`src/hw/rtl/alr_pkg.sv`:
```
// Shared constants and codes for the antialiased line rasterizer.
`default_nettype none
package alr_pkg;
    localparam int COORD_BITS = 12;
    localparam int FRAC_BITS  = 16;
    localparam int ACC_BITS   = COORD_BITS + FRAC_BITS;
    localparam int SLOPE_BITS = FRAC_BITS + 2;
    localparam int COVER_BITS = 8;
    localparam int COLOR_BITS = 24;
    localparam int CNT_BITS   = $clog2(ACC_BITS);

    localparam logic OP_LOAD = 1'b0;
    localparam logic OP_STEP = 1'b1;
endpackage
`default_nettype wire

```
`src/hw/rtl/alr_div.sv`:
```
// Restoring unsigned divider, one quotient bit per cycle.
`default_nettype none
module alr_div
    import alr_pkg::*;
(
    input  wire logic                  clk,
    input  wire logic                  rst_n,
    input  wire logic                  start,
    input  wire logic [ACC_BITS-1:0]   dividend,
    input  wire logic [COORD_BITS-1:0] divisor,
    output logic                       done,
    output logic [ACC_BITS-1:0]        quotient
);
    logic                  busy_reg,  busy_next;
    logic                  done_reg,  done_next;
    logic [CNT_BITS-1:0]   cnt_reg,   cnt_next;
    logic [COORD_BITS-1:0] rem_reg,   rem_next;
    logic [ACC_BITS-1:0]   quo_reg,   quo_next;
    logic [COORD_BITS-1:0] dvs_reg,   dvs_next;
    logic [COORD_BITS:0]   trial;
    logic                  fits;

    assign trial = {rem_reg, quo_reg[ACC_BITS-1]};
    assign fits  = trial >= {1'b0, dvs_reg};

    always_comb
    begin
        busy_next = busy_reg;
        done_next = 1'b0;
        cnt_next  = cnt_reg;
        rem_next  = rem_reg;
        quo_next  = quo_reg;
        dvs_next  = dvs_reg;
        if (start)
        begin
            busy_next = 1'b1;
            cnt_next  = '0;
            rem_next  = '0;
            quo_next  = dividend;
            dvs_next  = divisor;
        end
        else if (busy_reg)
        begin
            // shift in next dividend bit, subtract when it fits
            rem_next = fits ? COORD_BITS'(trial - {1'b0, dvs_reg})
                            : trial[COORD_BITS-1:0];
            quo_next = {quo_reg[ACC_BITS-2:0], fits};
            cnt_next = cnt_reg + 1'b1;
            if (cnt_reg == CNT_BITS'(ACC_BITS - 1))
            begin
                busy_next = 1'b0;
                done_next = 1'b1;
            end
        end
    end

    always_ff @(posedge clk or negedge rst_n)
    begin
        if (!rst_n)
        begin
            busy_reg <= 1'b0;
            done_reg <= 1'b0;
            cnt_reg  <= '0;
        end
        else
        begin
            busy_reg <= busy_next;
            done_reg <= done_next;
            cnt_reg  <= cnt_next;
        end
    end

    always_ff @(posedge clk)
    begin
        rem_reg <= rem_next;
        quo_reg <= quo_next;
        dvs_reg <= dvs_next;
    end

    assign done     = done_reg;
    assign quotient = quo_reg;
endmodule
`default_nettype wire

```
`src/hw/rtl/alr_col.sv`:
```
// Column formatter: pixel pair, coverage and last flag from the stepper state.
`default_nettype none
module alr_col
    import alr_pkg::*;
(
    input  wire logic                         steep,
    input  wire logic signed [COORD_BITS-1:0] major_pos,
    input  wire logic signed [COORD_BITS-1:0] major_end,
    input  wire logic signed [ACC_BITS-1:0]   minor_acc,
    output logic signed [COORD_BITS-1:0]      first_px,
    output logic signed [COORD_BITS-1:0]      first_py,
    output logic [COVER_BITS-1:0]             first_cover,
    output logic signed [COORD_BITS:0]        second_px,
    output logic signed [COORD_BITS:0]        second_py,
    output logic [COVER_BITS-1:0]             second_cover,
    output logic                              last_column
);
    logic signed [COORD_BITS-1:0] fl;
    logic signed [COORD_BITS:0]   fl1;
    logic signed [COORD_BITS:0]   maj_ext;
    logic [COVER_BITS-1:0]        f8;

    assign fl      = minor_acc[ACC_BITS-1:FRAC_BITS];
    assign fl1     = {fl[COORD_BITS-1], fl} + (COORD_BITS+1)'(1);
    assign maj_ext = {major_pos[COORD_BITS-1], major_pos};
    assign f8      = minor_acc[FRAC_BITS-1 -: COVER_BITS];

    always_comb
    begin
        if (steep)
        begin
            first_px  = fl;
            first_py  = major_pos;
            second_px = fl1;
            second_py = maj_ext;
        end
        else
        begin
            first_px  = major_pos;
            first_py  = fl;
            second_px = maj_ext;
            second_py = fl1;
        end
    end

    assign first_cover  = ~f8;
    assign second_cover = f8;
    assign last_column  = major_pos >= major_end;
endmodule
`default_nettype wire

```
`src/hw/rtl/antialiased_line_rasterizer.sv`:
```
// Top level: line setup sequencer, gradient divider and column output register.
//
//   channel | handshake            | payload
//   --------+----------------------+-------------------------------------------
//   in      | in_valid / in_ready  | op, start_x, start_y, end_x, end_y, line_color
//   out     | out_valid / out_ready| first_*, second_*, pixel_color, last_column
//
// An accepted step item for an active line puts its column in the output
// register the next cycle. A load with a zero major span needs no divide;
// any other load starts the bit-serial gradient divider, and in_ready is
// low until the slope is stored. It is also low while the output register
// holds a column that is not being taken. Reset clears the line and the output.
`default_nettype none
module antialiased_line_rasterizer
    import alr_pkg::*;
(
    input  wire logic                         clk,
    input  wire logic                         rst_n,
    input  wire logic                         in_valid,
    output logic                              in_ready,
    input  wire logic                         op,
    input  wire logic signed [COORD_BITS-1:0] start_x,
    input  wire logic signed [COORD_BITS-1:0] start_y,
    input  wire logic signed [COORD_BITS-1:0] end_x,
    input  wire logic signed [COORD_BITS-1:0] end_y,
    input  wire logic [COLOR_BITS-1:0]        line_color,
    output logic                              out_valid,
    input  wire logic                         out_ready,
    output logic signed [COORD_BITS-1:0]      first_px,
    output logic signed [COORD_BITS-1:0]      first_py,
    output logic [COVER_BITS-1:0]             first_cover,
    output logic signed [COORD_BITS:0]        second_px,
    output logic signed [COORD_BITS:0]        second_py,
    output logic [COVER_BITS-1:0]             second_cover,
    output logic [COLOR_BITS-1:0]             pixel_color,
    output logic                              last_column
);
    localparam logic S_IDLE = 1'b0;
    localparam logic S_DIV  = 1'b1;

    logic                         state_reg,  state_next;
    logic                         active_reg, active_next;
    logic                         steep_reg,  steep_next;
    logic                         neg_reg,    neg_next;
    logic signed [COORD_BITS-1:0] major_pos_reg, major_pos_next;
    logic signed [COORD_BITS-1:0] major_end_reg, major_end_next;
    logic signed [ACC_BITS-1:0]   minor_acc_reg, minor_acc_next;
    logic signed [SLOPE_BITS-1:0] slope_reg,  slope_next;
    logic [COLOR_BITS-1:0]        color_reg,  color_next;

    logic                         out_valid_reg, out_valid_next;
    logic signed [COORD_BITS-1:0] fpx_reg, fpy_reg;
    logic [COVER_BITS-1:0]        fcov_reg, scov_reg;
    logic signed [COORD_BITS:0]   spx_reg, spy_reg;
    logic [COLOR_BITS-1:0]        pcol_reg;
    logic                         last_reg;

    logic in_acc, load_acc, step_acc, col_load;

    logic signed [COORD_BITS:0]   dxr, dyr;
    logic [COORD_BITS-1:0]        adx, ady;
    logic                         steep_c, swap_c;
    logic signed [COORD_BITS-1:0] a0, b0, a1, b1, ma0, mb0, ma1, mb1;
    logic signed [COORD_BITS:0]   dmaj, dmin;
    logic [COORD_BITS-1:0]        adm;

    logic                         div_start, div_done;
    logic [ACC_BITS-1:0]          div_q;
    logic [SLOPE_BITS-1:0]        q_mag;

    logic signed [COORD_BITS-1:0] c_fpx, c_fpy;
    logic [COVER_BITS-1:0]        c_fcov, c_scov;
    logic signed [COORD_BITS:0]   c_spx, c_spy;
    logic                         c_last;

    assign in_ready = (state_reg == S_IDLE) && (!out_valid_reg || out_ready);
    assign in_acc   = in_valid && in_ready;
    assign load_acc = in_acc && (op == OP_LOAD);
    assign step_acc = in_acc && (op == OP_STEP);
    assign col_load = step_acc && active_reg;

    // line setup: steepness, axis swap, endpoint order
    assign dxr     = {end_x[COORD_BITS-1], end_x} - {start_x[COORD_BITS-1], start_x};
    assign dyr     = {end_y[COORD_BITS-1], end_y} - {start_y[COORD_BITS-1], start_y};
    assign adx     = COORD_BITS'(dxr[COORD_BITS] ? -dxr : dxr);
    assign ady     = COORD_BITS'(dyr[COORD_BITS] ? -dyr : dyr);
    assign steep_c = ady > adx;
    assign a0      = steep_c ? start_y : start_x;
    assign b0      = steep_c ? start_x : start_y;
    assign a1      = steep_c ? end_y   : end_x;
    assign b1      = steep_c ? end_x   : end_y;
    assign swap_c  = a0 > a1;
    assign ma0     = swap_c ? a1 : a0;
    assign mb0     = swap_c ? b1 : b0;
    assign ma1     = swap_c ? a0 : a1;
    assign mb1     = swap_c ? b0 : b1;
    assign dmaj    = {ma1[COORD_BITS-1], ma1} - {ma0[COORD_BITS-1], ma0};
    assign dmin    = {mb1[COORD_BITS-1], mb1} - {mb0[COORD_BITS-1], mb0};
    assign adm     = COORD_BITS'(dmin[COORD_BITS] ? -dmin : dmin);

    assign div_start = load_acc && (dmaj != '0);
    assign q_mag     = {1'b0, div_q[SLOPE_BITS-2:0]};

    alr_div u_div (
        .clk      (clk),
        .rst_n    (rst_n),
        .start    (div_start),
        .dividend ({adm, {FRAC_BITS{1'b0}}}),
        .divisor  (dmaj[COORD_BITS-1:0]),
        .done     (div_done),
        .quotient (div_q)
    );

    alr_col u_col (
        .steep        (steep_reg),
        .major_pos    (major_pos_reg),
        .major_end    (major_end_reg),
        .minor_acc    (minor_acc_reg),
        .first_px     (c_fpx),
        .first_py     (c_fpy),
        .first_cover  (c_fcov),
        .second_px    (c_spx),
        .second_py    (c_spy),
        .second_cover (c_scov),
        .last_column  (c_last)
    );

    always_comb
    begin
        state_next     = state_reg;
        active_next    = active_reg;
        steep_next     = steep_reg;
        neg_next       = neg_reg;
        major_pos_next = major_pos_reg;
        major_end_next = major_end_reg;
        minor_acc_next = minor_acc_reg;
        slope_next     = slope_reg;
        color_next     = color_reg;
        out_valid_next = out_valid_reg && !out_ready;
        unique case (state_reg)
            S_IDLE:
            begin
                if (load_acc)
                begin
                    steep_next     = steep_c;
                    neg_next       = dmin[COORD_BITS];
                    major_pos_next = ma0;
                    major_end_next = ma1;
                    minor_acc_next = {mb0, {FRAC_BITS{1'b0}}};
                    color_next     = line_color;
                    slope_next     = SLOPE_BITS'(1) <<< FRAC_BITS;
                    if (dmaj != '0)
                    begin
                        active_next = 1'b0;
                        state_next  = S_DIV;
                    end
                    else
                    begin
                        active_next = 1'b1;
                    end
                end
                else if (col_load)
                begin
                    out_valid_next = 1'b1;
                    if (c_last)
                    begin
                        active_next = 1'b0;
                    end
                    else
                    begin
                        major_pos_next = major_pos_reg + COORD_BITS'(1);
                        minor_acc_next = minor_acc_reg + ACC_BITS'(slope_reg);
                    end
                end
            end
            S_DIV:
            begin
                if (div_done)
                begin
                    slope_next  = neg_reg ? -q_mag : q_mag;
                    active_next = 1'b1;
                    state_next  = S_IDLE;
                end
            end
            default:
            begin
                state_next = S_IDLE;
            end
        endcase
    end

    always_ff @(posedge clk or negedge rst_n)
    begin
        if (!rst_n)
        begin
            state_reg     <= S_IDLE;
            active_reg    <= 1'b0;
            out_valid_reg <= 1'b0;
        end
        else
        begin
            state_reg     <= state_next;
            active_reg    <= active_next;
            out_valid_reg <= out_valid_next;
        end
    end

    always_ff @(posedge clk)
    begin
        steep_reg     <= steep_next;
        neg_reg       <= neg_next;
        major_pos_reg <= major_pos_next;
        major_end_reg <= major_end_next;
        minor_acc_reg <= minor_acc_next;
        slope_reg     <= slope_next;
        color_reg     <= color_next;
        if (col_load)
        begin
            fpx_reg  <= c_fpx;
            fpy_reg  <= c_fpy;
            fcov_reg <= c_fcov;
            spx_reg  <= c_spx;
            spy_reg  <= c_spy;
            scov_reg <= c_scov;
            pcol_reg <= color_reg;
            last_reg <= c_last;
        end
    end

    assign out_valid    = out_valid_reg;
    assign first_px     = fpx_reg;
    assign first_py     = fpy_reg;
    assign first_cover  = fcov_reg;
    assign second_px    = spx_reg;
    assign second_py    = spy_reg;
    assign second_cover = scov_reg;
    assign pixel_color  = pcol_reg;
    assign last_column  = last_reg;

    a_div_blocks_input: assert property (@(posedge clk) disable iff (!rst_n)
        (state_reg == S_DIV) |-> !in_ready)
        else $error("input taken during gradient divide");

    a_no_line_in_div: assert property (@(posedge clk) disable iff (!rst_n)
        (state_reg == S_DIV) |-> !active_reg)
        else $error("line active while gradient pending");

    a_step_gives_column: assert property (@(posedge clk) disable iff (!rst_n)
        col_load |=> out_valid)
        else $error("accepted step produced no column");

    a_load_span_starts_div: assert property (@(posedge clk) disable iff (!rst_n)
        div_start |=> (state_reg == S_DIV))
        else $error("divide start without divide state");
endmodule
`default_nettype wire

```
`config.mk`:
```
export PLATFORM = sky130hd
export DESIGN_NAME = antialiased_line_rasterizer
export DESIGN_NICKNAME = d
export VERILOG_FILES = /design/src/hw/rtl/alr_pkg.sv /design/src/hw/rtl/alr_div.sv /design/src/hw/rtl/alr_col.sv /design/src/hw/rtl/antialiased_line_rasterizer.sv
export SDC_FILE = /design/constraint.sdc
export NUM_CORES = 1
export LEC_CHECK = 0
export ABC_AREA = 1
export ABC_CLOCK_PERIOD_IN_PS = 11150
export BUFFER_PORTS_ARGS = -buffer_cell sky130_fd_sc_hd__buf_2
export CORE_MARGIN = 2
export CORE_UTILIZATION = 35
export DETAILED_ROUTE_END_ITERATION = 16
export GPL_TIMING_DRIVEN = 0
export SLEW_MARGIN = 20
export SYNTH_ARGS = -nofsm -noshare
export SYNTH_HDL_FRONTEND = slang
export SYNTH_SLANG_ARGS = --single-unit
```
`constraint.sdc`:
```
create_clock -name clk -period 11.15 [get_ports clk]
set_input_delay 2.23 -clock clk [delete_from_list [all_inputs] [get_ports clk]]
set_output_delay 2.23 -clock clk [all_outputs]
set_load 0.01 [all_outputs]
```
# Yosys cells after proc, flatten, opt, wreduce, memory -nomap -nowiden

Cells that the tools add are included.

Register bits: 249
Bits of input ports: 77
Output and inout bits: 93
Logic and storage cells: 118

$add $sub $neg: 13
Magnitude comparators: 4
Equal/unequal tests: 6
Multiplexer cells: 49
Bitwise logic cells: 3
Reduce and logical (&&, ||, !) cells: 17

Operator list:

| operator                | number |
|---|---|
| $mux W12                | 17 |
| $mux W28                | 5 |
| $mux W18                | 3 |
| $sub A12 B12 Y13        | 4 |
| $neg A12 Y12            | 3 |
| $pmux W18 S2            | 1 |
| $add A28 B18 Y28        | 1 |
| $mux W13                | 2 |
| $gt A12 B12 Y1          | 2 |
| $neg A17 Y18            | 1 |
| $mux W1                 | 17 |
| $add A12 B2 Y13 const B | 1 |
| $ge A13 B12 Y1          | 1 |
| $reduce_bool A13 Y1     | 1 |
| $add A12 B2 Y12 const B | 1 |
| $ge A12 B12 Y1          | 1 |
| $sub A12 B12 Y12        | 1 |
| $mux W5                 | 2 |
| $not A8 Y8              | 1 |
| $logic_and A1 B1 Y1     | 7 |
| $ne A3 B3 Y1 const B    | 2 |
| $reduce_and A3 Y1       | 2 |
| $add A5 B1 Y5 const B   | 1 |
| $eq A5 B5 Y1 const B    | 1 |
| 8 further kinds         | 14 |

# Depth between registers and ports, before layout

Depth in word-level cells: 12
Gate-level depth with buffers: 62
Gate-level depth less buffers: 58

# Cells and area by module

Synthesis repeated with hierarchy kept, for this count alone.

Cells, all modules: 2076
Area total of the unflattened synthesis: 16968.8 sq um

Modules (own cells, without submodules):

| module                      | instances | cells an instance | area each (sq um) | sequential area each (sq um) |
|---|---|---|---|---|
| antialiased_line_rasterizer | 1         | 1452              | 12562.0           | 5690.5 |
| alr_div                     | 1         | 402               | 3269.4            | 1616.6 |
| alr_col                     | 1         | 222               | 1137.3            | 0.0 |

# Least setup slack after synthesis

No wires, ideal clock.

Path type: input-to-reg
Start: input port end_x[0]
End: register u_div.quo_reg[27], in the netlist u_div.quotient[27] (data pin)
Library setup time: 253 ps
Arrival time: 10613 ps
Required time: 10897 ps
Path slack: 285 ps
Stages on the path: 60
Path buffers: 7
Path through: inv_1 -> ha_1 -> fa_1 -> o21ai_0 -> a21oi_1 -> o21bai_1 -> nand3_1 -> nand2_1 -> a21oi_1 -> o21bai_1 -> nand2_1 -> a22oi_1 -> inv_1 -> o31ai_1 -> xor2_1 -> inv_1 -> ha_1 -> nand2_1 -> [... 24 more ...] -> ha_1 -> inv_1 -> fa_1 -> nand3_1 -> nand2_1 -> nand3_1 -> nand2_1 -> nand3_1 -> nand2_1 -> a21oi_1 -> o21bai_1 -> nand2_1 -> a22oi_1 -> inv_1 -> nand2_1 -> xor2_1 -> nand3b_1 -> nand2_1

Elaborated cells between the ends (all ways): 20
Classes of those cells: add/sub: 5; order compare: 2; mux: 11; reduce/logical: 2

RTL lines:

| item                         | RTL line                                                             | text |
|---|---|---|
| start, declared              | antialiased_line_rasterizer.sv:24                                    | `input wire logic signed [COORD_BITS-1:0] end_x,` |
| $sub A12 B12 Y13             | antialiased_line_rasterizer.sv:83                                    | `assign dxr = {end_x[COORD_BITS-1], end_x} - {start_x[COORD_BITS-1], start_x};` |
| $neg A12 Y12                 | antialiased_line_rasterizer.sv:85                                    | `assign adx = COORD_BITS'(dxr[COORD_BITS] ? -dxr : dxr);` |
| $mux W12                     | antialiased_line_rasterizer.sv:85                                    |  |
| $gt A12 B12 Y1               | antialiased_line_rasterizer.sv:87                                    | `assign steep_c = ady > adx;` |
| $mux W12 (on tied branches)  | antialiased_line_rasterizer.sv:88, antialiased_line_rasterizer.sv:90 |  |
| $gt A12 B12 Y1               | antialiased_line_rasterizer.sv:92                                    | `assign swap_c = a0 > a1;` |
| $mux W12 (on tied branches)  | antialiased_line_rasterizer.sv:96, antialiased_line_rasterizer.sv:94 |  |
| $sub A12 B12 Y13 *           | antialiased_line_rasterizer.sv:98                                    | `assign dmin = {mb1[COORD_BITS-1], mb1} - {mb0[COORD_BITS-1], mb0};` |
| named net dmin[12]           | antialiased_line_rasterizer.sv:64                                    | `logic signed [COORD_BITS:0] dmaj, dmin;` |
| $mux W12 *                   | antialiased_line_rasterizer.sv:99                                    | `assign adm = COORD_BITS'(dmin[COORD_BITS] ? -dmin : dmin);` |
| $mux W28 *                   | alr_div.sv:34                                                        | `if (start)` |
| named net u_div.quo_next[27] | alr_div.sv:18                                                        | `logic [ACC_BITS-1:0] quo_reg, quo_next;` |
| end signal, assigned         | alr_div.sv:76                                                        | `quo_reg <= quo_next;` |
| end, declared                | alr_div.sv:18                                                        |  |

Mark *: on every way through the listed nets, which the timed path passes. The rest lies on a longest branch.
A chain may end at the register's enable or synchronous reset.

# Worst setup path in the final report

Start: input port start_y[3]
End: register u_div.quo_reg[27], in the netlist u_div.quotient[27] (data pin)

Longest elaborated chain between the ends: 11
Elaborated cells between the ends (all ways): 20
Classes of those cells: add/sub: 5; order compare: 2; mux: 11; reduce/logical: 2

RTL lines:

| item                                                       | RTL line                                                              | text |
|---|---|---|
| start, declared                                            | antialiased_line_rasterizer.sv:23                                     | `input wire logic signed [COORD_BITS-1:0] start_y,` |
| $sub A12 B12 Y13                                           | antialiased_line_rasterizer.sv:84                                     | `assign dyr = {end_y[COORD_BITS-1], end_y} - {start_y[COORD_BITS-1], start_y};` |
| $neg A12 Y12                                               | antialiased_line_rasterizer.sv:86                                     | `assign ady = COORD_BITS'(dyr[COORD_BITS] ? -dyr : dyr);` |
| $mux W12                                                   | antialiased_line_rasterizer.sv:86                                     |  |
| $gt A12 B12 Y1                                             | antialiased_line_rasterizer.sv:87                                     |  |
| $mux W12 (on tied branches)                                | antialiased_line_rasterizer.sv:88, antialiased_line_rasterizer.sv:90  |  |
| $gt A12 B12 Y1                                             | antialiased_line_rasterizer.sv:92                                     |  |
| $mux W12 (on tied branches)                                | -                                                                     |  |
| $sub A12 B12 Y13 (on tied branches)                        | antialiased_line_rasterizer.sv:98, antialiased_line_rasterizer.sv:97  |  |
| $neg A12 Y12 / $reduce_bool A13 Y1 (equally long branches) | antialiased_line_rasterizer.sv:99, antialiased_line_rasterizer.sv:101 |  |
| $mux W12 / $logic_and A1 B1 Y1 (equally long branches)     | antialiased_line_rasterizer.sv:99, antialiased_line_rasterizer.sv:101 |  |
| $mux W28 *                                                 | alr_div.sv:34                                                         |  |
| named net u_div.quo_next[27]                               | alr_div.sv:18                                                         |  |

Marks and branches as above.

==> results.cfg <==
[worst_hold_path]
hold-path-cell-count = 0
worstHoldStart = color_reg[17]$_DFFE_PP_
worstHoldEndpoint = pixel_color[17]$_DFFE_PP_
holdCritPathClass = reg -> reg

[place]
gp_congestion = 0.941
hpwl_um = 34500
portBuffers = 169
placed_cells = 2760

[cells_and_area]
diodes = 0
layout-drive-gt1-share = 0.151
finalCoreUtilization = 0.412
final_cells = 2818
fin_nets = 2389
area_growth_pct = 16.4

[critical_path]
cp_max_fo = 10
r2r_end = minor_acc_reg[24]$_DFFE_PP_
r2r_start = minor_acc_reg[0]$_SDFFCE_PP0P_
crit_arrival_ns = 10.80
cp-end-kind = register
reg2reg_slack_ns = 7.04
crit_type = in -> reg
slowest_stage = or3_1
worstPathRequired_ns = 11.46
rr_worst_depth = 29
crit_path_start_kind = primary input
critical_path.max_stage_delay_ns = 0.39

[sta]
fin_crit_sh = 0.941
setup_viol = 0
fmax_mhz = 95.3
hold_violations = 0
slew_headroom = 0.314
tns_ns = 0
maxSlewViolCount = 0
post-route-min-period_ns = 10.49
tightest_slew_ns = 1.03
clock_skew_ns = 0.0172

[grt]
grt_max_degree = 65
grt_pass1_wl_um = 69500
grt-ovfl-total = 0
antenna_found_initial = 0
track_usage = 0.172
grt_pass1_vias = 13500

[synth]
ys.flop_type = edfxtp_1
synthTopCellsByCount = nand2_1 (441), inv_1 (276), o21ai_0 (226)
netlist_area_sq_um = 16500
synth.yosys.warnings = 0
syn-num-nets = 2179
ys_seq_elements = 249
synth_area_leaders = edfxtp_1 (38%), nand2_1 (10%), ha_1 (8.8%), o21ai_0 (6.9%), inv_1 (6.3%)
yosysSeqAreaShare = 0.433
synth_top_area_cell = edfxtp_1
synth.most_common_cell = nand2_1
async_flop_share = 0.0402
yosys.area.top_type_share = 0.384
avgSynthCellArea_sq_um = 8.33
synth_cells = 1981
synth_cell_type_count = 55
synth_edf_count = 211

[detailed_routing]
ant_nets = 0
first_pass_iters = 5
wl_per_cell_um = 15.3
drt_iter0_markers = 748
via_per_inst = 4.99
vias = 14100
drc = 0
wl_um = 43100

[run]
maxCapViolCount = 0

[clock_network]
hold_buffers = 0
cts-root-buf = clkbuf_16
numCtsBuffers = 27
cts.sinks = 249
clock_latency_ns = 0.55
tritoncts = built
clk_pin_slew_ns = 0.07
cts_max_path_buffers = 3
htreeDepth = 1

[floorplan]
fp.dieH_um = 221
row_count = 79
coreArea_sq_um = 46600
start_util = 0.354
ioPinCount = 170
die_w_um = 221
die_area_sq_um = 48900

[outcome]
status = complete, no violations
-- kinds of logic (layout without fill, tap and decap cells) --
| group | after synthesis | in the layout | share of synthesized area |
|---|---|---|---|
| xor+xnor | 95 | 95 | 0.0504 |
| mux | 1 | 1 | 0.000607 |
| flops | 249 | 249 | 0.433 |
| compound gates | 414 | 414 | 0.135 |
| buf+inv | 340 | 570 | 0.0816 |
| fa+ha+maj | 121 | 121 | 0.0940 |
| simple gates | 761 | 761 | 0.205 |
-- layout make-up --
type | count | area, sq um
clock inverters | 15 | 93.8
inverters | 283 | 1070
multi-input cells | 1392 | 8120
clock buffers | 34 | 702
plain buffers | 55 | 300
fillers | 4633 | 27400
well taps | 607 | 759
repair buffers | 183 | 1010
flip-flops and latches | 249 | 7150
-- placed cells by master, fill, tap and decap left out, types with 18 or more instances in the layout --
master	instances
nand2_1	440
inv_1	273
edfxtp_1	211
o21ai_0	209
buf_2	171
a21oi_1	122
ha_1	113
nand3_1	95
nor2_1	95
xor2_1	69
clkbuf_1	39
nor3_1	28
dfxtp_1	28
clkbuf_16	27
xnor2_1	25
nand2_2	20
nand4_1	19
o21ai_1	18
-- through the flow --
step / setup slack, ns / hold WS (ns) / area [sq um]
2_1_floorplan: 0.285 / 0.400 / 16500
3_3_place_gp: -2.45 / 0.401 / 18100
3_5_place_dp: -2.59 / 0.405 / 18200
4_1_cts: 0.000668 / 0.420 / 19100
5_1_grt: -0.0380 / 0.423 / 19200
6_report: 0.660 / 0.418 / 19200
-- how the worst max path moves through the flow --
stage,startpoint,slack [ns],to,cells past startpoint
detailed placement,end_y[0],-2.59,u_div.quotient[27]$_DFFE_PP_,62
floorplan,end_x[0],0.28,u_div.quotient[27]$_DFFE_PP_,60
CTS,end_y[0],0.0007,u_div.quotient[27]$_DFFE_PP_,60
finish,start_y[3],0.66,u_div.quotient[27]$_DFFE_PP_,53
global placement,end_y[0],-2.45,u_div.quotient[27]$_DFFE_PP_,62
global route,end_y[0],-0.04,u_div.quotient[25]$_DFFE_PP_,60
-- critical path, delay by kind of cell --
| kind | cells | cell delay, ns |
|---|---|---|
| and+or+nand+nor | 20 | 2.46 |
| AOI/OAI and AO/OA | 14 | 2.29 |
| buffers and inverters | 11 | 1.67 |
| adders and majority gates | 4 | 1.29 |
| xor gates and xnor gates | 4 | 0.83 |
-- layer usage --
metal,share of wire,wire (um),track usage,vias up
met5,0,0,0,-
met4,0.018,777,0.0385,0
met3,0.052,2250,0.0215,54
met2,0.47,20300,0.294,372
met1,0.46,19800,0.234,6571
li1,-,-,-,7072
-- repair_timing --
action | in CTS | in global routing
gates cloned | 0 | 0
setup buffers | 5 | 6
endpoints found under the setup margin | 32 | 12
gates resized for setup | 24 | 38
pin swaps | 4 | 6
Power is left out: the tool's default activity adds up to more than one toggle a clock period on the data nets, which glitch-free logic cannot reach.
